### config.mk
export PLATFORM = sky130hd
export DESIGN_NAME = serial_frame_receiver_crc16_flat
export DESIGN_NICKNAME = d
export VERILOG_FILES = /design/src/rtl/core/sfr_pkg.sv /design/src/rtl/core/sfr_in_if.sv /design/src/rtl/core/sfr_out_if.sv /design/src/rtl/core/sfr_cfg_if.sv /design/src/rtl/core/sfr_cfg_regs.sv /design/src/rtl/core/sfr_parser.sv /design/src/rtl/core/serial_frame_receiver_crc16.sv /design/src/flat_wrapper.sv
export SDC_FILE = /design/constraint.sdc
export NUM_CORES = 1
export LEC_CHECK = 0
export BUFFER_PORTS_ARGS = -buffer_cell sky130_fd_sc_hd__clkbuf_2
export CORE_ASPECT_RATIO = 0.9
export CORE_UTILIZATION = 38
export CTS_BUF_LIST = sky130_fd_sc_hd__clkbuf_8
export DETAILED_ROUTE_END_ITERATION = 8
export MAX_ROUTING_LAYER = met4
export PLACE_DENSITY = 0.52
export SLEW_MARGIN = 5
export SYNTH_ARGS = -nofsm -noshare
export SYNTH_HDL_FRONTEND = slang
export SYNTH_HIERARCHICAL = 1
export SYNTH_SLANG_ARGS = --single-unit
### constraint.sdc
create_clock -name clk -period 8.2 [get_ports clk]
set_clock_uncertainty 0.1 [all_clocks]
set_input_delay 0.41 -clock clk [delete_from_list [all_inputs] [get_ports clk]]
set_output_delay 0.41 -clock clk [all_outputs]
set_load 0.005 [all_outputs]
### src/rtl/core/sfr_pkg.sv
package sfr_pkg;

  localparam int RX_BUFFER_BYTES = 512;

  localparam logic [15:0] CRC_POLY = 16'h1021;
  localparam logic [7:0]  PRE_HI   = 8'h79;
  localparam logic [7:0]  PRE_LO   = 8'hFC;
  localparam logic [15:0] HUNT_SAT = 16'hFFFF;

  localparam int CFG_IDX_W  = 3;
  localparam int CFG_DATA_W = 16;

  typedef enum logic [CFG_IDX_W-1:0] {
    CFG_SEED       = 3'd0,
    CFG_TYPE_MASK  = 3'd1,
    CFG_ACK_TYPE   = 3'd2,
    CFG_NAK_TYPE   = 3'd3,
    CFG_ACK_LEN    = 3'd4,
    CFG_HDR_OVH    = 3'd5,
    CFG_MAX_LEN    = 3'd6,
    CFG_HUNT_LIMIT = 3'd7
  } cfg_idx_t;

  typedef enum logic [3:0] {
    PH_HUNT1     = 4'd0,
    PH_HUNT2     = 4'd1,
    PH_FLEN_H    = 4'd2,
    PH_FLEN_L    = 4'd3,
    PH_TYPE      = 4'd4,
    PH_SHORT_ACK = 4'd5,
    PH_SEQ       = 4'd6,
    PH_ACK       = 4'd7,
    PH_TLEN_H    = 4'd8,
    PH_TLEN_L    = 4'd9,
    PH_TEXT      = 4'd10,
    PH_CRC_H     = 4'd11,
    PH_CRC_L     = 4'd12
  } phase_t;

  typedef enum logic [3:0] {
    ST_OK       = 4'd0,
    ST_TIMEOUT  = 4'd1,
    ST_SYNC     = 4'd2,
    ST_SHORT    = 4'd3,
    ST_FRAMELEN = 4'd4,
    ST_ACKLEN   = 4'd5,
    ST_TEXTLEN  = 4'd6,
    ST_OVERFLOW = 4'd7,
    ST_CRC      = 4'd8
  } status_t;

  typedef enum logic {
    KIND_TEXT   = 1'b0,
    KIND_STATUS = 1'b1
  } kind_t;

  localparam logic [3:0] STG_PREAMBLE = 4'd1;
  localparam logic [3:0] STG_LENGTH   = 4'd2;
  localparam logic [3:0] STG_TYPE     = 4'd3;
  localparam logic [3:0] STG_SHORT    = 4'd4;
  localparam logic [3:0] STG_SEQ      = 4'd5;
  localparam logic [3:0] STG_ACK      = 4'd6;
  localparam logic [3:0] STG_TEXT     = 4'd7;
  localparam logic [3:0] STG_CRC      = 4'd8;

  typedef struct packed {
    logic [7:0]  seed;
    logic [7:0]  type_mask;
    logic [7:0]  ack_type;
    logic [7:0]  nak_type;
    logic [15:0] ack_len;
    logic [15:0] hdr_ovh;
    logic [15:0] max_len;
    logic [15:0] hunt_limit;
  } cfg_t;

  typedef struct packed {
    phase_t      phase;
    logic [15:0] hunt;
    logic [15:0] crc;
    logic [15:0] flen;
    logic [7:0]  type_b;
    logic [7:0]  seq;
    logic [7:0]  ack;
    logic [15:0] tcnt;
    logic [15:0] tpos;
    logic        ovf;
    logic [7:0]  crc_hi;
    logic [3:0]  stage;
  } frame_t;

  typedef struct packed {
    kind_t       out_kind;
    logic [7:0]  text_byte;
    logic [15:0] text_index;
    status_t     status;
    logic [7:0]  frame_type;
    logic [7:0]  seq_num;
    logic [7:0]  ack_seq;
    logic [15:0] text_length;
    logic [3:0]  progress;
    logic [15:0] computed_crc;
  } out_item_t;

  function automatic logic [15:0] crc_step(input logic [15:0] c, input logic [7:0] d);
    logic [15:0] r;
    r = c ^ {d, 8'h00};
    for (int k = 0; k < 8; k++) begin
      if (r[15]) r = {r[14:0], 1'b0} ^ CRC_POLY;
      else       r = {r[14:0], 1'b0};
    end
    return r;
  endfunction

endpackage

### src/rtl/core/sfr_in_if.sv
interface sfr_in_if;
  logic       valid;
  logic       ready;
  logic       req_type;
  logic [7:0] rx_byte;

  modport source (output valid, output req_type, output rx_byte, input ready);
  modport sink   (input valid, input req_type, input rx_byte, output ready);
endinterface

### src/rtl/core/sfr_out_if.sv
interface sfr_out_if;
  logic        valid;
  logic        ready;
  logic        out_kind;
  logic [7:0]  text_byte;
  logic [15:0] text_index;
  logic [3:0]  status;
  logic [7:0]  frame_type;
  logic [7:0]  seq_num;
  logic [7:0]  ack_seq;
  logic [15:0] text_length;
  logic [3:0]  progress;
  logic [15:0] computed_crc;

  modport source (output valid, output out_kind, output text_byte, output text_index,
                  output status, output frame_type, output seq_num, output ack_seq,
                  output text_length, output progress, output computed_crc, input ready);
  modport sink   (input valid, input out_kind, input text_byte, input text_index,
                  input status, input frame_type, input seq_num, input ack_seq,
                  input text_length, input progress, input computed_crc, output ready);
endinterface

### src/rtl/core/sfr_cfg_if.sv
interface sfr_cfg_if;
  import sfr_pkg::*;
  logic                  valid;
  logic                  ready;
  logic [CFG_IDX_W-1:0]  idx;
  logic [CFG_DATA_W-1:0] data;

  modport source (output valid, output idx, output data, input ready);
  modport sink   (input valid, input idx, input data, output ready);
endinterface

### src/rtl/core/sfr_cfg_regs.sv
module sfr_cfg_regs (
  input  logic          clk,
  input  logic          rst_n,
  sfr_cfg_if.sink       cfg_ch,
  output sfr_pkg::cfg_t cfg
);
  import sfr_pkg::*;

  cfg_t cfg_r;
  logic wr;

  assign cfg_ch.ready = 1'b1;
  assign wr  = cfg_ch.valid && cfg_ch.ready;
  assign cfg = cfg_r;

  always_ff @(posedge clk) begin
    if (!rst_n) begin
      cfg_r.seed       <= 8'd0;
      cfg_r.type_mask  <= 8'd63;
      cfg_r.ack_type   <= 8'd17;
      cfg_r.nak_type   <= 8'd18;
      cfg_r.ack_len    <= 16'd6;
      cfg_r.hdr_ovh    <= 16'd9;
      cfg_r.max_len    <= 16'd521;
      cfg_r.hunt_limit <= 16'd525;
    end else if (wr) begin
      case (cfg_idx_t'(cfg_ch.idx))
        CFG_SEED:       cfg_r.seed       <= cfg_ch.data[7:0];
        CFG_TYPE_MASK:  cfg_r.type_mask  <= cfg_ch.data[7:0];
        CFG_ACK_TYPE:   cfg_r.ack_type   <= cfg_ch.data[7:0];
        CFG_NAK_TYPE:   cfg_r.nak_type   <= cfg_ch.data[7:0];
        CFG_ACK_LEN:    cfg_r.ack_len    <= cfg_ch.data;
        CFG_HDR_OVH:    cfg_r.hdr_ovh    <= cfg_ch.data;
        CFG_MAX_LEN:    cfg_r.max_len    <= cfg_ch.data;
        CFG_HUNT_LIMIT: cfg_r.hunt_limit <= cfg_ch.data;
        default: ;
      endcase
    end
  end

endmodule

### src/rtl/core/sfr_parser.sv
module sfr_parser (
  input  logic               clk,
  input  logic               rst_n,
  input  logic               step,
  input  logic               req_type,
  input  logic [7:0]         rx_byte,
  input  sfr_pkg::cfg_t      cfg,
  output logic               res_valid,
  output sfr_pkg::out_item_t res
);
  import sfr_pkg::*;

  frame_t      st_r;
  frame_t      st_nxt;
  frame_t      upd;
  logic        fin;
  logic        emit;
  status_t     fst;
  logic [15:0] crc_b;
  logic [7:0]  tmask;
  logic [16:0] tsum;
  logic [16:0] pos_inc;

  always_ff @(posedge clk) begin
    if (!rst_n) st_r <= '0;
    else        st_r <= st_nxt;
  end

  always_comb begin
    upd     = st_r;
    fin     = 1'b0;
    emit    = 1'b0;
    fst     = ST_OK;
    crc_b   = crc_step(st_r.crc, rx_byte);
    tmask   = rx_byte & cfg.type_mask;
    tsum    = {1'b0, st_r.tcnt[15:8], rx_byte} + {1'b0, cfg.hdr_ovh};
    pos_inc = {1'b0, st_r.tpos} + 17'd1;
    if (step) begin
      if (req_type) begin
        fin = 1'b1;
        fst = (st_r.phase inside {[PH_FLEN_H:PH_CRC_L]}) ? ST_SHORT : ST_TIMEOUT;
      end else begin
        case (st_r.phase)
          PH_HUNT2: begin
            if (rx_byte != PRE_LO) begin
              fin = 1'b1;
              fst = ST_SYNC;
            end else begin
              upd.stage = STG_PREAMBLE;
              upd.crc   = crc_step(16'h0000, cfg.seed);
              upd.phase = PH_FLEN_H;
            end
          end
          PH_FLEN_H: begin
            upd.crc   = crc_b;
            upd.flen  = {rx_byte, 8'h00};
            upd.phase = PH_FLEN_L;
          end
          PH_FLEN_L: begin
            upd.crc  = crc_b;
            upd.flen = {st_r.flen[15:8], rx_byte};
            if (upd.flen > cfg.max_len) begin
              fin = 1'b1;
              fst = ST_FRAMELEN;
            end else begin
              upd.stage = STG_LENGTH;
              upd.phase = PH_TYPE;
            end
          end
          PH_TYPE: begin
            upd.crc    = crc_b;
            upd.type_b = rx_byte;
            upd.stage  = STG_TYPE;
            if (tmask == cfg.ack_type || tmask == cfg.nak_type) begin
              if (st_r.flen != cfg.ack_len) begin
                fin = 1'b1;
                fst = ST_ACKLEN;
              end else begin
                upd.phase = PH_SHORT_ACK;
              end
            end else begin
              upd.phase = PH_SEQ;
            end
          end
          PH_SHORT_ACK: begin
            upd.crc   = crc_b;
            upd.ack   = rx_byte;
            upd.stage = STG_SHORT;
            upd.phase = PH_CRC_H;
          end
          PH_SEQ: begin
            upd.crc   = crc_b;
            upd.seq   = rx_byte;
            upd.stage = STG_SEQ;
            upd.phase = PH_ACK;
          end
          PH_ACK: begin
            upd.crc   = crc_b;
            upd.ack   = rx_byte;
            upd.stage = STG_ACK;
            upd.phase = PH_TLEN_H;
          end
          PH_TLEN_H: begin
            upd.crc   = crc_b;
            upd.tcnt  = {rx_byte, 8'h00};
            upd.phase = PH_TLEN_L;
          end
          PH_TLEN_L: begin
            upd.crc  = crc_b;
            upd.tcnt = {st_r.tcnt[15:8], rx_byte};
            if (tsum != {1'b0, st_r.flen}) begin
              fin = 1'b1;
              fst = ST_TEXTLEN;
            end else begin
              upd.tpos = '0;
              if (upd.tcnt == 16'h0000) begin
                upd.stage = STG_TEXT;
                upd.phase = PH_CRC_H;
              end else begin
                upd.phase = PH_TEXT;
              end
            end
          end
          PH_TEXT: begin
            upd.crc = crc_b;
            if ({1'b0, st_r.tpos} >= 17'(RX_BUFFER_BYTES)) upd.ovf = 1'b1;
            else                                           emit    = 1'b1;
            upd.tpos = pos_inc[15:0];
            if (pos_inc >= {1'b0, st_r.tcnt}) begin
              upd.stage = STG_TEXT;
              upd.phase = PH_CRC_H;
            end
          end
          PH_CRC_H: begin
            upd.crc_hi = rx_byte;
            upd.phase  = PH_CRC_L;
          end
          PH_CRC_L: begin
            fin       = 1'b1;
            upd.stage = STG_CRC;
            if ({st_r.crc_hi, rx_byte} != st_r.crc) fst = ST_CRC;
            else if (st_r.ovf)                      fst = ST_OVERFLOW;
            else                                    fst = ST_OK;
          end
          default: begin
            if (st_r.hunt > cfg.hunt_limit) begin
              fin = 1'b1;
              fst = ST_SYNC;
            end else begin
              if (st_r.hunt != HUNT_SAT) upd.hunt = st_r.hunt + 16'd1;
              upd.phase = (rx_byte == PRE_HI) ? PH_HUNT2 : PH_HUNT1;
            end
          end
        endcase
      end
    end

    st_nxt    = fin ? frame_t'('0) : upd;
    res_valid = step && (fin || emit);

    // a text byte reports the stage held before its own byte
    res.out_kind     = fin ? KIND_STATUS : KIND_TEXT;
    res.text_byte    = fin ? 8'h00 : rx_byte;
    res.text_index   = fin ? 16'h0000 : st_r.tpos;
    res.status       = fst;
    res.frame_type   = upd.type_b;
    res.seq_num      = upd.seq;
    res.ack_seq      = upd.ack;
    res.text_length  = upd.tcnt;
    res.progress     = fin ? upd.stage : st_r.stage;
    res.computed_crc = upd.crc;
  end

  a_clear_after_status: assert property (@(posedge clk) disable iff (!rst_n)
    res_valid && res.out_kind == KIND_STATUS |=> st_r.phase == PH_HUNT1 && st_r.crc == 16'h0000)
    else $error("frame state not cleared after status");

  a_text_in_buffer: assert property (@(posedge clk) disable iff (!rst_n)
    res_valid && res.out_kind == KIND_TEXT |->
      res.text_index < 16'(RX_BUFFER_BYTES) && res.status == ST_OK)
    else $error("text byte outside buffer");

  a_crc_stage: assert property (@(posedge clk) disable iff (!rst_n)
    res_valid && res.status == ST_CRC |-> res.progress == STG_CRC)
    else $error("crc status before crc stage");

endmodule

### src/rtl/core/serial_frame_receiver_crc16.sv
// Serial frame receiver with CRC-16 (0x1021) check. One request per cycle: a received
// byte or a read timeout. A request is captured in an input register, then the frame
// state machine and the byte-wide CRC update run on it once the output register is
// free, and the result (a text byte or a frame status) lands in the output register.
// The sustained rate is one request per clock while the output side keeps taking
// results; the output register's ready sets the pace. Configuration writes take
// effect on the next cycle; the user must make them only while idle (not enforced).
module serial_frame_receiver_crc16 (
  input logic     clk,
  input logic     rst_n,
  sfr_in_if.sink  in_ch,
  sfr_out_if.source out_ch,
  sfr_cfg_if.sink cfg_ch
);
  import sfr_pkg::*;

  cfg_t      cfg;
  logic      in_v_r;
  logic      in_req_r;
  logic [7:0] in_byte_r;
  logic      out_v_r;
  out_item_t out_item_r;
  logic      out_free;
  logic      advance;
  logic      res_valid;
  out_item_t res;

  sfr_cfg_regs u_cfg (
    .clk    (clk),
    .rst_n  (rst_n),
    .cfg_ch (cfg_ch),
    .cfg    (cfg)
  );

  sfr_parser u_parser (
    .clk       (clk),
    .rst_n     (rst_n),
    .step      (advance),
    .req_type  (in_req_r),
    .rx_byte   (in_byte_r),
    .cfg       (cfg),
    .res_valid (res_valid),
    .res       (res)
  );

  assign out_free    = !out_v_r || out_ch.ready;
  assign advance     = in_v_r && out_free;
  assign in_ch.ready = !in_v_r || advance;

  always_ff @(posedge clk) begin
    if (!rst_n) begin
      in_v_r <= 1'b0;
    end else if (in_ch.valid && in_ch.ready) begin
      in_v_r <= 1'b1;
    end else if (advance) begin
      in_v_r <= 1'b0;
    end
  end

  always_ff @(posedge clk) begin
    if (in_ch.valid && in_ch.ready) begin
      in_req_r  <= in_ch.req_type;
      in_byte_r <= in_ch.rx_byte;
    end
  end

  always_ff @(posedge clk) begin
    if (!rst_n) begin
      out_v_r <= 1'b0;
    end else if (advance && res_valid) begin
      out_v_r <= 1'b1;
    end else if (out_ch.ready) begin
      out_v_r <= 1'b0;
    end
  end

  always_ff @(posedge clk) begin
    if (advance && res_valid) out_item_r <= res;
  end

  assign out_ch.valid        = out_v_r;
  assign out_ch.out_kind     = out_item_r.out_kind;
  assign out_ch.text_byte    = out_item_r.text_byte;
  assign out_ch.text_index   = out_item_r.text_index;
  assign out_ch.status       = out_item_r.status;
  assign out_ch.frame_type   = out_item_r.frame_type;
  assign out_ch.seq_num      = out_item_r.seq_num;
  assign out_ch.ack_seq      = out_item_r.ack_seq;
  assign out_ch.text_length  = out_item_r.text_length;
  assign out_ch.progress     = out_item_r.progress;
  assign out_ch.computed_crc = out_item_r.computed_crc;

  a_hold_pending: assert property (@(posedge clk) disable iff (!rst_n)
    in_v_r && !advance |=> in_v_r && $stable(in_byte_r) && $stable(in_req_r))
    else $error("pending request lost");

  a_hold_result: assert property (@(posedge clk) disable iff (!rst_n)
    out_v_r && !out_ch.ready |=> out_v_r && $stable(out_item_r))
    else $error("waiting result changed");

  a_ready_when_empty: assert property (@(posedge clk) disable iff (!rst_n)
    !in_v_r |-> in_ch.ready)
    else $error("input stalled while empty");

endmodule
### src/flat_wrapper.sv
// flat-port wrapper written by rule: the top's interface ports become plain ports
module serial_frame_receiver_crc16_flat import sfr_pkg::*;
  (clk, rst_n, in_ch_valid, in_ch_req_type, in_ch_rx_byte, in_ch_ready, out_ch_valid, out_ch_out_kind, out_ch_text_byte, out_ch_text_index, out_ch_status, out_ch_frame_type, out_ch_seq_num, out_ch_ack_seq, out_ch_text_length, out_ch_progress, out_ch_computed_crc, out_ch_ready, cfg_ch_valid, cfg_ch_idx, cfg_ch_data, cfg_ch_ready);
  sfr_in_if in_ch_i ();
  sfr_out_if out_ch_i ();
  sfr_cfg_if cfg_ch_i ();
  input logic clk;
  input logic rst_n;
  input wire logic [$bits(in_ch_i.valid)-1:0] in_ch_valid;
  input wire logic [$bits(in_ch_i.req_type)-1:0] in_ch_req_type;
  input wire logic [$bits(in_ch_i.rx_byte)-1:0] in_ch_rx_byte;
  output wire logic [$bits(in_ch_i.ready)-1:0] in_ch_ready;
  output wire logic [$bits(out_ch_i.valid)-1:0] out_ch_valid;
  output wire logic [$bits(out_ch_i.out_kind)-1:0] out_ch_out_kind;
  output wire logic [$bits(out_ch_i.text_byte)-1:0] out_ch_text_byte;
  output wire logic [$bits(out_ch_i.text_index)-1:0] out_ch_text_index;
  output wire logic [$bits(out_ch_i.status)-1:0] out_ch_status;
  output wire logic [$bits(out_ch_i.frame_type)-1:0] out_ch_frame_type;
  output wire logic [$bits(out_ch_i.seq_num)-1:0] out_ch_seq_num;
  output wire logic [$bits(out_ch_i.ack_seq)-1:0] out_ch_ack_seq;
  output wire logic [$bits(out_ch_i.text_length)-1:0] out_ch_text_length;
  output wire logic [$bits(out_ch_i.progress)-1:0] out_ch_progress;
  output wire logic [$bits(out_ch_i.computed_crc)-1:0] out_ch_computed_crc;
  input wire logic [$bits(out_ch_i.ready)-1:0] out_ch_ready;
  input wire logic [$bits(cfg_ch_i.valid)-1:0] cfg_ch_valid;
  input wire logic [$bits(cfg_ch_i.idx)-1:0] cfg_ch_idx;
  input wire logic [$bits(cfg_ch_i.data)-1:0] cfg_ch_data;
  output wire logic [$bits(cfg_ch_i.ready)-1:0] cfg_ch_ready;
  assign in_ch_i.valid = in_ch_valid;
  assign in_ch_i.req_type = in_ch_req_type;
  assign in_ch_i.rx_byte = in_ch_rx_byte;
  assign in_ch_ready = in_ch_i.ready;
  assign out_ch_valid = out_ch_i.valid;
  assign out_ch_out_kind = out_ch_i.out_kind;
  assign out_ch_text_byte = out_ch_i.text_byte;
  assign out_ch_text_index = out_ch_i.text_index;
  assign out_ch_status = out_ch_i.status;
  assign out_ch_frame_type = out_ch_i.frame_type;
  assign out_ch_seq_num = out_ch_i.seq_num;
  assign out_ch_ack_seq = out_ch_i.ack_seq;
  assign out_ch_text_length = out_ch_i.text_length;
  assign out_ch_progress = out_ch_i.progress;
  assign out_ch_computed_crc = out_ch_i.computed_crc;
  assign out_ch_i.ready = out_ch_ready;
  assign cfg_ch_i.valid = cfg_ch_valid;
  assign cfg_ch_i.idx = cfg_ch_idx;
  assign cfg_ch_i.data = cfg_ch_data;
  assign cfg_ch_ready = cfg_ch_i.ready;
  serial_frame_receiver_crc16 u_core (.clk(clk), .rst_n(rst_n), .in_ch(in_ch_i), .out_ch(out_ch_i), .cfg_ch(cfg_ch_i));
endmodule
# Word level (Yosys, flattened, before mapping)

Cells that the tools add are included.

Bits in registers: 317
Latch bits: 0
Bits in writable memories: 0
Bits in read-only memories: 0
Bits of input ports: 33
Logic and storage cells: 243
Memories kept: 0

$add $sub $neg: 3
Multiply operators: 0
Divide/modulo/power cells: 0
Order comparisons: 6
Equality and inequality tests: 33
Shifts and indexed selects: 0
Mux-type cells: 105
Bitwise logic cells: 24
Reduce and logical (&&, ||, !) cells: 37

Operators with widths:

| cell                                                  | count |
|---|---|
| 2-to-1 mux 16 bit                                     | 31 |
| 2-to-1 mux 13 bit                                     | 16 |
| 2-to-1 mux 101 bit                                    | 2 |
| one-hot mux 16 bit (2 select lines)                   | 4 |
| 2-to-1 mux 4 bit                                      | 14 |
| inverter 3 bit                                        | 16 |
| one-hot mux 4 bit (12 select lines)                   | 1 |
| one-hot mux 4 bit (9 select lines)                    | 1 |
| > comparator 16 bit                                   | 2 |
| 2-to-1 mux 8 bit                                      | 4 |
| != test 16 bit                                        | 2 |
| one-hot mux 4 bit (6 select lines)                    | 1 |
| 2-to-1 mux 1 bit                                      | 21 |
| == test 4 bit, second input constant                  | 5 |
| 2-to-1 mux 20 bit                                     | 1 |
| adder 16 x 1 -> 17 bit, second input constant         | 1 |
| adder 16 x 16 -> 17 bit                               | 1 |
| >= comparator 17 x 16 -> 1 bit                        | 1 |
| != test 17 x 16 -> 1 bit                              | 1 |
| adder 16 x 1 -> 16 bit, second input constant         | 1 |
| == test 4 x 3 -> 1 bit, second input constant         | 4 |
| == test 8 bit                                         | 2 |
| >= comparator 16 x 10 -> 1 bit, second input constant | 1 |
| logical NOT 16 bit                                    | 1 |
| 33 further kinds                                      | 74 |

# Longest topological paths before layout

Gate-level depths: netlist of the first run.

Depth in word-level cells: 49
Depth in mapped cells: 17
Mapped depth without buffers: 17

# By module

Netlist of the first run, hierarchy kept.

By module, submodules not included:

| module                      | times used | cells each | area an instance (sq um) | seq. area each (sq um) |
|---|---|---|---|---|
| sfr_parser                  | 1          | 1301       | 10478.8                  | 2422.3 |
| sfr_cfg_regs                | 1          | 350        | 3652.3                   | 1921.8 |
| serial_frame_receiver_crc16 | 1          | 111        | 3055.4                   | 2982.9 |

# Worst setup path after synthesis of the first run

Ideal clock, no wire load.

Path kind: reg2reg
From: register u_core.in_byte_r[0]
To: register u_core.out_item_r (netlist bit u_core/out_ch.ack_seq[0]), enable pin
Library setup time: 0.537 ns
Data arrival time: 6.498 ns
Slack: 1.065 ns
Stages on the path, launching flop included: 16
Path buffers: 2
Period minus slack after synthesis: 7.135 ns
Path through: edfxtp_1 clkbuf_1 inv_1 ha_1 and4_1 nand4_1 nand3_1 a21oi_1 nor2_1 and3_1 a21oi_1 a21oi_2 clkbuf_1 o22ai_1 nand2_1 nor2_1

Longest elaborated chain between the ends: 10
Elaborated cells between the ends (all ways): 18
Those cells by class: add/sub: 1; order compare: 1; eq/ne: 4; mux: 7; bitwise: 1; reduce/logical: 4

RTL lines:

| what                                                                            | line                              | RTL |
|---|---|---|
| start: declaration                                                              | serial_frame_receiver_crc16.sv:20 | `logic [7:0] in_byte_r;` |
| start signal: assignment                                                        | serial_frame_receiver_crc16.sv:63 | `in_byte_r <= in_ch.rx_byte;` |
| parallel branches: the longest is 4 deep, another holds adder 16 x 16 -> 17 bit | -                                 |  |
| one-hot mux 1 bit (6 select lines) (*)                                          | sfr_parser.sv:43                  | `case (st_r.phase)` |
| 2-to-1 mux 1 bit (*)                                                            | sfr_parser.sv:39                  | `if (req_type) begin` |
| 2-to-1 mux 1 bit (*)                                                            | sfr_parser.sv:38                  | `if (step) begin` |
| logical OR 1 bit (*)                                                            | sfr_parser.sv:159                 | `res_valid = step && (fin \|\| emit);` |
| logical AND 1 bit (*)                                                           | sfr_parser.sv:159                 |  |
| via u_core.res_valid                                                            | serial_frame_receiver_crc16.sv:25 | `logic res_valid;` |
| logical AND 1 bit (*)                                                           | serial_frame_receiver_crc16.sv:78 | `if (advance && res_valid) out_item_r <= res;` |
| end signal: assignment                                                          | serial_frame_receiver_crc16.sv:78 |  |
| end: declaration                                                                | serial_frame_receiver_crc16.sv:22 | `out_item_t out_item_r;` |

Mark *: on every way through the listed nets, which the timed path passes.
A chain may end at the register's enable or synchronous reset.

# Worst setup path in the final report of the first run

From: register u_core.in_byte_r[0]
To: register u_core.out_item_r (netlist bit u_core/out_ch.text_length[6]), enable pin

The elaborated chain is that of the path after synthesis.

==> results of run 1 <==
==> area by class of cell <==
type                            instances  area (um2)
Clock buffer                           61         840
Clock inverter                         39         284
Fill cell                            4382       25300
Inverter                               72         270
Multi-Input combinational cell       1194        8660
Sequential cell                       317        7330
Tap cell                              600         751
Timing Repair Buffer                  167         988
==> tightest hold or removal path: stages <==
cell,delay (ns)
sky130_fd_sc_hd__clkbuf_2,0.10
sky130_fd_sc_hd__nand2_1,0.15
sky130_fd_sc_hd__mux2i_1,0.09
==> power groups by stage <==
stage	clock network [mW]	logic, mW	registers (mW)
after floorplan	0	0.148	1.67
after CTS	1.54	0.226	1.65
after detailed placement	0	0.219	1.68
final	1.50	0.226	1.65
after global routing	1.60	0.244	1.65
after global placement	0	0.217	1.68
==> layer usage <==
layer  vias up  global-route usage [%]  routed length (um)
met4         0                    7.24                1420
met2       398                    35.8               24100
met1      6655                    31.8               24400
met3        95                    3.82                2820
li1       6448                       -                   -
met5         -                       -                   0
==> sequential cells by signal (all words and copies together) (netlist names) <==
name and cells:
u_core/out_ch.computed_crc 16, u_core/out_ch.status 4, u_core/out_ch.text_index 16, u_core/out_ch.ack_seq 8, u_core/out_ch.seq_num 8, u_core/out_ch.text_byte 8, u_core/out_ch.text_length 16, u_core/out_ch.valid 1
u_core/out_ch.frame_type 8, u_core/u_cfg/cfg 96, u_core/in_byte_r 8, u_core/in_v_r 1, u_core/out_ch.progress 4, u_core/in_req_r 1, u_core/out_ch.out_kind 1, u_core/u_parser/st_r 121
==> repair_timing <==
| item | CTS | global route |
|---|---|---|
| setup buffers | 0 | 0 |
| hold buffers | 16 | 0 |
| endpoints found under the hold margin | 22 | 0 |
==> how the worst max path moves through the flow <==
stage                     slack, ns                       endpoint                 from
final                          2.38   u_core/out_ch.text_length[6]  u_core/in_byte_r[0]
after global routing           2.06   u_core/out_ch.text_length[6]  u_core/in_byte_r[0]
after CTS                      2.41   u_core/out_ch.text_length[6]  u_core/in_byte_r[0]
after detailed placement       2.42  u_core/out_ch.computed_crc[0]  u_core/in_byte_r[0]
after global placement         2.60  u_core/out_ch.computed_crc[0]  u_core/in_byte_r[0]
after floorplan                1.07       u_core/out_ch.ack_seq[0]  u_core/in_byte_r[0]
==> through the flow <==
stage	util, %	std cells	hold slack [ns]	instance area (um2)	power, mW
6_report	43.1	2450	0.0531	19100	3.37
5_1_grt	43.1	2450	0.0280	19100	3.49
4_1_cts	43.1	2450	0.000171	19100	3.41
3_5_place_dp	40.2	2334	0.352	17800	1.90
3_3_place_gp	40.2	2334	0.347	17800	1.90
2_1_floorplan	-	1762	0.338	17200	1.82
==> synthesized netlist by cell type (all sizes together), types with 57 or more instances <==
master	instances	area, um2
ha	67	838
clkbuf	82	308
edfxtp	98	2940
nand2	179	672
nor2	66	248
a21oi	72	368
dfxtp	219	4380
o21ai	77	385
buf	97	678
xnor2	88	771
inv	72	270
mux2i	108	1080
o211a	57	571
==> cells by family (layout without fill, tap and decap cells) <==
| kind of cell | after synthesis | after routing | share of synthesized area, % |
|---|---|---|---|
| AND/OR/NAND/NOR | 451 | 451 | 13.2 |
| XOR/XNOR | 114 | 114 | 5.85 |
| flip-flops | 317 | 317 | 42.6 |
| adder cells (fa/ha/maj) | 68 | 68 | 4.99 |
| AO/OA/AOI/OAI | 430 | 430 | 18.3 |
| buffers and inverters | 251 | 339 | 7.31 |
| multiplexers | 130 | 130 | 7.73 |
| other | 1 | 1 | 0.0218 |
==> reports/results.env, run 1 <==
POWER_LEAKAGE_nW=7.84
VIAS_PER_CELL=5.55
SYNTHARSTFLOPSHARE_PCT=0
SYNTH-SEQ-CELLS=317
FIRST_PASS_ITERS=6
WORSTPATHCELLLIST='ha_1, fa_1, a211oi_2, o21a_1, or3_1, nor2_1, or4_4, nor4_4, nand4_2, a21oi_4, buf_4, o22ai_1, nand2_1, nor2_4, buf_4, buf_4'
SYNTH_FP_NETS=1863
BIGGEST_CELL_DELAY_ALONG_THE_CRITICAL_PATH_NS=0.72
FIRST_GLOBAL_VIAS=13000
CP_MAX_STAGE_CELL='sky130_fd_sc_hd__edfxtp_1'
FIN_CRIT_SH_PCT=71.0
ENDPOINT_OF_THE_WORST_HOLD_TIMING_PATH='u_core/u_cfg/cfg[88]'
GRT_PASS1_WL_MM=79.7
WORST_R2R_STARTPOINT='u_core/in_byte_r[0]'
BOUNDARYPINS=125
TIMING.FMAX_MHz=172
SYNTHTOLAYOUTAREAGROWTH_PCT=11.2
TRITONCTS='built'
DRC_VIOLS=0
ROUTABILITYCONGESTION=0.916
POWER_SWITCHING_SHARE_PCT=25.4
CRITICAL_PATH_CLASS='reg -> reg'
DP_HPWL_MM=36.2
IR_DROP_uV=87.2
LAYOUT_COMMON_CELLS='sky130_fd_sc_hd__dfxtp_1, sky130_fd_sc_hd__nand2_1, sky130_fd_sc_hd__clkbuf_2'
SETUP_TNS_NS=0
PWR-SHARE-COMB_PCT=6.7
TIMING.MAX_SLEW.REL_SLACK_PCT=24.5
TIMING.CRITICAL_PATH.MAX_DELAY_FAMILY='simple AND/OR/NAND/NOR gates'
CRITICAL_PATH.STARTPOINT_TYPE='register'
POST_SYNTH_INST_COUNT=1762
DRT-INITIAL-DRC-COUNT=1265
CTSRESIZECOUNT=0
PORT-BUFFER-COUNT=123
WORST_SETUP_PATH_END_KIND='register'
TIMING_MAX_TRANSITION_VIOLATIONS_FINAL=0
PLACE_WORST_SETUP_SLACK_NS=2.42
GRT_SETUP_UNREPAIRED='no'
DIE_WIDTH_UM=226
CTS.SINKS=317
SYN-CELL-AREA_MM2=0.0172
POSTSYNTHAREAPERCELL_UM2=9.75
GRT_OVERFLOW_TOTAL=0
CTS.REPORTEDPATHS.CLKPINSLEW_NS=0.06
HOLDCRITPATHCLASS='in -> reg'
R2R_SLACK_NS=2.38
INTERNAL_POWER_mW=2.51
CP_NUM_CELLS=16
NET-SWITCHING-POWER_uW=854
GRT_START_MAX_NET_PINS=95
CORE_AREA_MM2=0.0444
MINIMUM_SETUP_SLACK_IN_THE_FINAL_DESIGN_NS=2.38
NUMBER_OF_ENABLE_FLIP_FLOP_CELLS_AFTER_SYNTHESIS=98
SYNTH_WARNINGS=6
FINALSETUPVIOLCOUNT=0
ANTENNA_FOUND_INITIAL=0
CTS_BUFFERS=55
HOLD_START='cfg_ch_data[0]'
NETS=1908
CLOCKROOTBUFFER='sky130_fd_sc_hd__clkbuf_8'
CLOCK_INSERTION_DELAY_WORST_SKEW_NS=0.65
CHIPHEIGHT_UM=204
CORE.ROWCOUNT=73
CP_DATA_REQUIRED_TIME_NS=8.42
SEQ_POWER_SHARE_PCT=48.9
CRITPATHBUFINV=3
CRITICAL_PATH.MOST_COMMON_CELL='sky130_fd_sc_hd__buf_4'
WL_PER_CELL_UM=21.5
CTS-HTREE-LEVELS=2
MIN_DELAY_PATH_DEPTH=3
NUM_VIAS=13600
LAYOUT.CELLS.MOST_COMMON='sky130_fd_sc_hd__dfxtp_1'
POST_ROUTE_CELLS_DRIVE_ABOVE_1_SHARE_PCT=15.4
REG2REGPATHDEPTH=16
DIE_AREA_MM2=0.0461
RESULT_OF_THE_RUN='complete, no violations'
CP_DATA_ARRIVAL_TIME_NS=6.04
FINALCRITICALPERIOD_NS=5.82
RR_ENDPOINT='u_core/out_ch.text_length[6]'
POWER.SHARE.CLOCK_PCT=44.4
STARTING_DENSITY_PCT=38.7
PATH_MAX_FANOUT=59
REPORT.FINAL.HOLD_VIOL_COUNT=0
POSTSYNTH.TOPFLOPCELL='sky130_fd_sc_hd__dfxtp_1'
SEQ_AREA_FRAC_SYNTH_PCT=42.6
ANTENNA-DIODE-COUNT=0
GROUTE.USAGE.OVERALL_PCT=23.5
ANTENNA_LEFT=0
ROUTE.FINAL.WIRE_LENGTH_MM=52.8
WORST_SLEW_PIN_SLEW_NS=1.13
SYNTH_CELL_TYPES=81
CTSLONGESTPATHBUFFERS=3
P_PER_AREA_mW_PER_MM2=176
DRV_CAP=0
No activity file was read; power rests on OpenSTA's default activity.
==> run 2: changes to the inputs <==
==> constraint.sdc (replaced) <==
create_clock -name clk -period 5.9 [get_ports clk]
set_clock_uncertainty 0.1 [all_clocks]
set_input_delay 0.295 -clock clk [delete_from_list [all_inputs] [get_ports clk]]
set_output_delay 0.295 -clock clk [all_outputs]
set_load 0.005 [all_outputs]
==> run 2 against run 1 <==
Utilization grew 0.33 points. Total power increased by 39%. Routed wire length rose by 1.2%.
==> reports/results.env, run 2 (same netlist as run 1, synthesis figures left out) <==
MIN_DELAY_PATH_DEPTH=3  # unchanged
DRV_CAP=0  # unchanged
ROUTABILITYCONGESTION=0.910  # -0.72%
WL_PER_CELL_UM=21.7  # +0.66%
R2R_SLACK_NS=0.94  # -1.44 ns
WORST_SLEW_PIN_SLEW_NS=1.03  # -0.104 ns
SYNTHTOLAYOUTAREAGROWTH_PCT=12.1
MET3_USAGE_PCT=4.61  # +0.79 points
HOLD_START='cfg_ch_idx[2]'
RR_ENDPOINT='u_core/out_ch.text_index[5]'
ANTENNA-DIODE-COUNT=0  # unchanged
CP_DATA_REQUIRED_TIME_NS=6.16  # -2.26 ns
POST_ROUTE_CELLS_DRIVE_ABOVE_1_SHARE_PCT=15.3  # -0.062 points
ROUTE.FINAL.WIRE_LENGTH_MM=53.4  # +1.2%
CP_DATA_ARRIVAL_TIME_NS=5.21  # -0.83 ns
PORT-BUFFER-COUNT=123  # unchanged
CTS.REPORTEDPATHS.CLKPINSLEW_NS=0.06  # about the same
BOUNDARYPINS=125  # unchanged
DP_HPWL_MM=37.2  # +2.6%
ENDPOINT_OF_THE_WORST_HOLD_TIMING_PATH='u_core/u_cfg/cfg[76]'
GRT_START_MAX_NET_PINS=97  # +2.1%
HOLDCRITPATHCLASS='in -> reg'
FIRST_PASS_ITERS=8  # +2
REPORT.FINAL.HOLD_VIOL_COUNT=0  # unchanged
WORST_SETUP_PATH_END_KIND='register'
CTSLONGESTPATHBUFFERS=3  # unchanged
REGISTER_WITH_THE_HIGHEST_FLOP_COUNT='u_core/u_parser/st_r'
P_PER_AREA_mW_PER_MM2=244  # +38%
CTS.SINKS=317  # unchanged
FINAL_CELL_AREA_MM2=0.0193  # +0.77%
PLACED_AREA_MM2=0.0179  # +0.22%
FIN_CRIT_SH_PCT=84.0  # +13 points
NETS=1921  # +0.68%
BUSIEST_LAYER='met2'
LAYOUT.CELLS.MOST_COMMON='sky130_fd_sc_hd__dfxtp_1'
N_FILL_CELL=4327  # -1.3%
POWER.TOTAL_mW=4.69  # +39%
CORE_AREA_MM2=0.0444  # unchanged
CLOCKROOTBUFFER='sky130_fd_sc_hd__clkbuf_8'
DIE_WIDTH_UM=226  # unchanged
STARTING_DENSITY_PCT=38.7  # unchanged
CTS-HTREE-LEVELS=2  # unchanged
PATH_MAX_FANOUT=67  # +14%
ANTENNA_FOUND_INITIAL=0  # unchanged
TRITONCTS='built'
TIMING.FMAX_MHz=202  # +17%
NUM_VIAS=13600  # -0.13%
CRITICAL_PATH.STARTPOINT_TYPE='register'
GRT_PASS1_WL_MM=80.2  # +0.62%
FINALSETUPVIOLCOUNT=0  # unchanged
GRT.MET2_USAGE_PCT=36.1  # +0.31 points
POWER_LEAKAGE_nW=7.95  # +1.4%
GLOBALROUTEMET1UTIL_PCT=31.9  # +0.049 points
DRT-INITIAL-DRC-COUNT=1173  # -7.3%
CRITICAL_PATH_CLASS='reg -> reg'
DIE_AREA_MM2=0.0461  # unchanged
VIAS_PER_CELL=5.51  # -0.70%
CLOCK_INSERTION_DELAY_WORST_SKEW_NS=0.65  # about the same
CHIPHEIGHT_UM=204  # unchanged
DRC_VIOLS=0  # unchanged
LARGEST_REGISTER_FFS=121  # unchanged
GRT_OVERFLOW_TOTAL=0  # unchanged
CORE.ROWCOUNT=73  # unchanged
GROUTE.USAGE.OVERALL_PCT=23.7  # +0.21 points
IR_DROP_uV=130  # +49%
ANTENNA_LEFT=0  # unchanged
FIRST_GLOBAL_VIAS=12900  # -0.47%
WORST_R2R_STARTPOINT='u_core/in_byte_r[0]'
RESULT_OF_THE_RUN='complete, no violations'
SETUP_TNS_NS=0  # unchanged
TIMING_MAX_TRANSITION_VIOLATIONS_FINAL=0  # unchanged
TIMING.MAX_SLEW.REL_SLACK_PCT=31.2  # +6.7 points
CTS_BUFFERS=54  # -1.8%
REG2REGPATHDEPTH=13  # -3
GRT_SETUP_UNREPAIRED='no'
CTSRESIZECOUNT=0  # unchanged
FINALCRITICALPERIOD_NS=4.96  # -0.863 ns
LAYOUT_COMMON_CELLS='sky130_fd_sc_hd__dfxtp_1, sky130_fd_sc_hd__nand2_1, sky130_fd_sc_hd__clkbuf_2'
[run 2: worst max-delay path by stage]
stage                              startpoint                           to  depth (start not counted)
after floorplan           u_core/in_byte_r[0]     u_core/out_ch.ack_seq[0]                         15
after global placement    u_core/in_byte_r[0]  u_core/out_ch.text_index[2]                         13
after detailed placement  u_core/in_byte_r[0]  u_core/out_ch.text_index[5]                         13
after CTS                 u_core/in_byte_r[0]  u_core/out_ch.text_index[5]                         13
after global routing      u_core/in_byte_r[0]  u_core/out_ch.text_index[5]                         13
final                     u_core/in_byte_r[0]  u_core/out_ch.text_index[5]                         13
[run 2: stage by stage]
step	hold WS, ns	setup slack, ns	util, %	std cells
2_1_floorplan	0.294	0.261	-	1762
3_3_place_gp	0.348	1.15	40.3	2338
3_5_place_dp	0.353	1.05	40.3	2338
4_1_cts	0.0301	1.07	43.4	2464
5_1_grt	0.0856	0.759	43.4	2464
6_report	0.0864	0.942	43.4	2464
[run 2: power by group]
part	internal (mW)	total [mW]	switching (mW)
logic	0.107	0.322	0.215
registers	2.26	2.29	0.0249
clock network	1.14	2.08	0.937
total	3.51	4.69	1.18
[run 2: worst max-delay path, stage by stage (launching register included)]
cell and delay [ns]:
sky130_fd_sc_hd__edfxtp_1 0.48, sky130_fd_sc_hd__buf_4 0.33, sky130_fd_sc_hd__inv_1 0.25, sky130_fd_sc_hd__ha_1 0.32, sky130_fd_sc_hd__and4_1 0.19, sky130_fd_sc_hd__nand4_1 0.17, sky130_fd_sc_hd__nand3_1 0.11, sky130_fd_sc_hd__a21oi_1 0.41
sky130_fd_sc_hd__nor2_1 0.13, sky130_fd_sc_hd__and3_1 0.21, sky130_fd_sc_hd__a21oi_1 0.40, sky130_fd_sc_hd__a21o_2 0.61, sky130_fd_sc_hd__buf_4 0.73, sky130_fd_sc_hd__a21boi_0 0.20
[run 2: area by class of cell]
class                      count  area (um2)  share of cell area, %
multi-input combinational   1194        8650                   44.9
inverter                      72         270                   1.40
clock inverter                34         223                   1.16
timing repair buffer         181        1130                   5.87
clock buffer                  66         908                   4.72
tap                          600         751                   3.90
sequential                   317        7330                   38.0
[run 2: what timing repair did]
item	in CTS	in global routing
hold buffers	26	0
hold endpoints to repair	70	0
setup buffers	0	0
[run 2: layer usage]
metal / wire length (um) / part of all wire [%]
met2: 24400 / 46
met3: 2930 / 5.5
met4: 1250 / 2.3
met1: 24900 / 47
met5: 0 / 0
